==> src/rtl/core/segx_pkg.sv <==
package segx_pkg;

   // packed request fields, lowest bits first
   localparam int unsigned NUM_COORDS = 8;

   // fixed result layout width for hit flag
   localparam int unsigned HIT_BITS = 1;

endpackage

==> src/rtl/core/segx_queue.sv <==
module segx_queue #(
   parameter int unsigned WIDTH = 8,
   parameter int unsigned DEPTH_LOG = 2
) (
   input  logic             clock,
   input  logic             reset,
   input  logic             wr_valid,
   output logic             wr_ready,
   input  logic [WIDTH-1:0] wr_data,
   output logic             rd_valid,
   input  logic             rd_ready,
   output logic [WIDTH-1:0] rd_data
);
   import segx_pkg::*;

   localparam int unsigned DEPTH = 1 << DEPTH_LOG;

   logic [WIDTH-1:0]   mem_ff [DEPTH];
   logic [DEPTH_LOG:0] wp_ff, rp_ff;
   logic               wr_fire, rd_fire;

   assign wr_ready = (wp_ff - rp_ff) != (DEPTH_LOG+1)'(DEPTH);
   assign rd_valid = wp_ff != rp_ff;
   assign wr_fire  = wr_valid && wr_ready;
   assign rd_fire  = rd_valid && rd_ready;
   assign rd_data  = mem_ff[rp_ff[DEPTH_LOG-1:0]];

   // pointer update
   always_ff @(posedge clock) begin
      if (reset) begin
         wp_ff <= '0;
         rp_ff <= '0;
      end else begin
         if (wr_fire) wp_ff <= wp_ff + 1'b1;
         if (rd_fire) rp_ff <= rp_ff + 1'b1;
      end
   end

   // storage
   always_ff @(posedge clock) begin
      if (wr_fire) mem_ff[wp_ff[DEPTH_LOG-1:0]] <= wr_data;
   end

   assert property (@(posedge clock) disable iff (reset)
      (wp_ff - rp_ff) <= (DEPTH_LOG+1)'(DEPTH))
      else $error("queue overfilled");
   assert property (@(posedge clock) disable iff (reset)
      rd_fire && !wr_fire |=> (wp_ff - rp_ff) == $past(wp_ff - rp_ff) - 1'b1)
      else $error("queue count slip");
   assert property (@(posedge clock) disable iff (reset)
      !rd_valid |-> wp_ff == rp_ff)
      else $error("queue empty flag");
endmodule

==> config.mk <==
export PLATFORM = sky130hd
export DESIGN_NAME = segx_queue
export DESIGN_NICKNAME = d
export VERILOG_FILES = /design/src/rtl/core/segx_pkg.sv /design/src/rtl/core/segx_queue.sv
export SDC_FILE = /design/constraint.sdc
export NUM_CORES = 1
export LEC_CHECK = 0
export ABC_AREA = 0
export BUFFER_PORTS_ARGS = -buffer_cell sky130_fd_sc_hd__clkbuf_2
export CAP_MARGIN = 20
export CELL_PAD_IN_SITES_DETAIL_PLACEMENT = 1
export CELL_PAD_IN_SITES_GLOBAL_PLACEMENT = 1
export CORE_UTILIZATION = 47
export CTS_CLUSTER_DIAMETER = 60
export DETAILED_ROUTE_END_ITERATION = 12
export GPL_ROUTABILITY_DRIVEN = 0
export PLACE_DENSITY = 0.88
export SYNTH_ARGS = -nofsm -noshare
export SYNTH_HDL_FRONTEND = slang
export SYNTH_SLANG_ARGS = --single-unit
==> constraint.sdc <==
create_clock -name clock -period 2.4 [get_ports clock]
set_input_delay 0 -clock clock [delete_from_list [all_inputs] [get_ports clock]]
set_output_delay 0 -clock clock [all_outputs]
set_load 0.03 [all_outputs]
==> flow_summary_export.csv <==
group,metric,value,unit
clock_tree,cts_resized,0,
floorplan,dieArea,3730,µm²
timing,drv_slew,0,
place,dp_slack,212,ps
critical_path,crit_arrival,2190,ps
clock_tree,cts_max_path_buffers,2,
critical_path,critPathMaxStageDelay,460,ps
critical_path,crit_required,2390,ps
layout,final_layout_size_suffix_gt1_frac,0.326,
floorplan,die_y,61.1,µm
layout,nFillCells,338,
global_route,grt_max_degree,14,
detailed_routing,drt_iter0_markers,15,
global_route,grt_pass1_wl,4.62,mm
yosys,yosysUniqueCellTypes,22,
clock_tree,clkSinkCount,40,
timing,rsz0062_at_grt,"no",
layout,diodes,0,
detailed_routing,vias,908,
critical_path,critPathLaunchType,"flip-flop",
critical_path,path_cells,"inv_1 -> ha_1 -> nor2b_1 -> xnor2_2 -> a31oi_2 -> and2_1",
floorplan,die_x,61.1,µm
critical_path,crit_path_end_kind,"flip-flop",
layout,synthToLayoutAreaGrowth,20.0,%
clock_tree,cts_tree,"yes",
yosys,syn_area_per_cell,17.6,µm²
timing,fin_crit,2200,ps
timing,hold_viol,0,
timing,period_share,0.918,
layout,final_cell_mix,"32 x edfxtp_1, 21 x clkbuf_2, 9 x dlygate4sd3_1, 8 x mux4_2, 8 x dfxtp_1",
flow_run,drv_cap,0,
global_route,grt_overflow,0,
layout,final_util,0.590,
yosys,ys_seq_area_frac,0.683,
timing,fmax,454,MHz
critical_path,critPathKind,"flip-flop to flip-flop",
power,p_leak,0.742,nW
place,hpwl,2.08,mm
floorplan,pin_count,22,
yosys,netlist_instances,93,
detailed_routing,ant_nets,0,
clock_tree,cts.clk_slew.worst_paths,120,ps
floorplan,core,3340,µm²
critical_path,startpoint,"wp_ff[0]$_SDFFE_PP0P_",
yosys,yosys_warnings,0,
yosys,synth_area,1640,µm²
layout,instances_no_fill,175,
yosys,syn-num-nets,112,
critical_path,path_max_fanout,8,
global_route,antenna_found_initial,0,
timing,tns,0,ps
place,port_buffers,21,
detailed_routing,routed_wl,3.06,mm
clock_tree,htree_num_levels,2,
place,dp_cells,158,
timing,fin_ws,196,ps
detailed_routing,routed_via_density,5.19,
hold_path,holdCritPathClass,"input pin to flip-flop",
yosys,synth_seq_cells,40,
critical_path,endpoint,"mem_ff[1][1]$_DFFE_PP_",
clock_tree,cts_buffers,5,
detailed_routing,drc,0,
floorplan,rows,21,
layout,nNetsFinal,147,
critical_path,critPathSlowestCell,"and2_1",
timing,fin_skew,13.3,ps
clock_tree,clockRootBuffer,"clkbuf_4",
power,fin_total_pwr,1.89,mW
timing,worst-slew-pin-transition,579,ps
floorplan,start_util,0.492,
clock_tree,insertion_delay,340,ps
power,powerDensity,959,nW/µm²
timing,slew_headroom,0.614,
global_route,grt_pass1_vias,954,
global_route,grt_util_all_layers,0.188,
critical_path,r2r_end,"mem_ff[1][1]$_DFFE_PP_",
layout,final_common_cell,"edfxtp_1",
clock_tree,hold_buffers,9,
critical_path,r2r_setup_slack,200,ps
detailed_routing,wl_per_cell,17.5,µm
outcome,status,"completed",
detailed_routing,firstDrtPassIters,4,
critical_path,crit-reg2reg-launch,"wp_ff[0]$_SDFFE_PP0P_",
power,peakVddDrop,0.629,mV
critical_path,reg2regPathDepth,6,
clock_tree,cts_setup_buffers,0,
timing,finalSetupViolations,0,
-- state kept, by name, summed over array words and instances (netlist names), named ones only --
name / count
mem_ff: 32
rp_ff: 3
wp_ff: 3
-- through the flow --
step	hold WS, ps	instance area [µm²]
6_report	31.9	1970
5_1_grt	48.8	1970
4_1_cts	36.4	1970
3_5_place_dp	227	1800
3_3_place_gp	222	1800
2_1_floorplan	98.9	1640
-- power breakdown --
part / leakage [nW] / internal, mW / total (mW) / switching (mW)
combinational: 0.342 / 0.217 / 0.546 / 0.330
clock: 0.0412 / 0.217 / 0.437 / 0.220
sequential: 0.359 / 0.836 / 0.905 / 0.0690
total: 0.742 / 1.27 / 1.89 / 0.618
-- worst min-delay path by stage --
stage / startpoint / end / cells past startpoint
detailed placement: wr_data[2] / mem_ff[0][2]$_DFFE_PP_ / 1
global route: rd_ready / rp_ff[2]$_SDFFE_PP0P_ / 4
CTS: rd_ready / rp_ff[2]$_SDFFE_PP0P_ / 4
floorplan: wr_data[0] / mem_ff[0][0]$_DFFE_PP_ / 0
finish: rd_ready / rp_ff[2]$_SDFFE_PP0P_ / 4
global placement: wr_data[5] / mem_ff[3][5]$_DFFE_PP_ / 1
-- layer usage --
layer  track usage  wire, µm  up-vias
li1              -         -      421
met4        0.0682        29        0
met5             0         0        -
met1         0.198      1180      458
met3        0.0525       104        4
met2         0.356      1740       25
-- cell usage after synthesis --
cell       n  area [µm²]
a31oi_2    1        12.5
nand3_1    2        10.0
mux2_1     1        11.3
and2_1     3        18.8
nand2b_1   2        12.5
inv_1      4        15.0
ha_1       7        87.6
xnor2_2    2        32.5
mux2_4     1        15.0
edfxtp_1  32         961
dfxtp_1    8         160
xor2_1     3        26.3
nor2b_1    2        12.5
buf_1      2        7.51
o211ai_1   1        7.51
o21ai_1    1        5.00
buf_2      1        5.00
mux2i_1    2        20.0
a31oi_1    1        6.26
nand2_1    2        7.51
mux4_2     8         180
nor2_1     7        26.3
-- critical path, delay by kind of cell, from the launching register on --
| kind | cells | cell delay, ps |
|---|---|---|
| buffers and inverters | 1 | 120 |
| adders and majority gates | 1 | 200 |
| DFF | 1 | 410 |
| and+or+nand+nor | 2 | 620 |
| xor gates and xnor gates | 1 | 170 |
| AOI/OAI and AO/OA | 1 | 330 |
-- area by class of cell --
cell class | count | area, µm² | share of cell area
flip-flops and latches | 40 | 1120 | 0.570
inverters | 4 | 15.0 | 0.00763
well taps | 46 | 57.6 | 0.0292
multi-input cells | 46 | 492 | 0.250
repair buffers | 31 | 203 | 0.103
clock buffers | 5 | 37.5 | 0.0191
clock inverters | 3 | 42.5 | 0.0216
-- kinds of logic after synthesis --
logic type                 after synthesis  synth area share
muxes                                   12             0.138
xor gates and xnor gates                 5            0.0359
DFF                                     40             0.683
and+or+nand+nor                         18            0.0534
adders and majority gates                7            0.0534
buffers and inverters                    7            0.0168
AOI/OAI and AO/OA                        4            0.0191
Power figures use the tool's default switching activity.
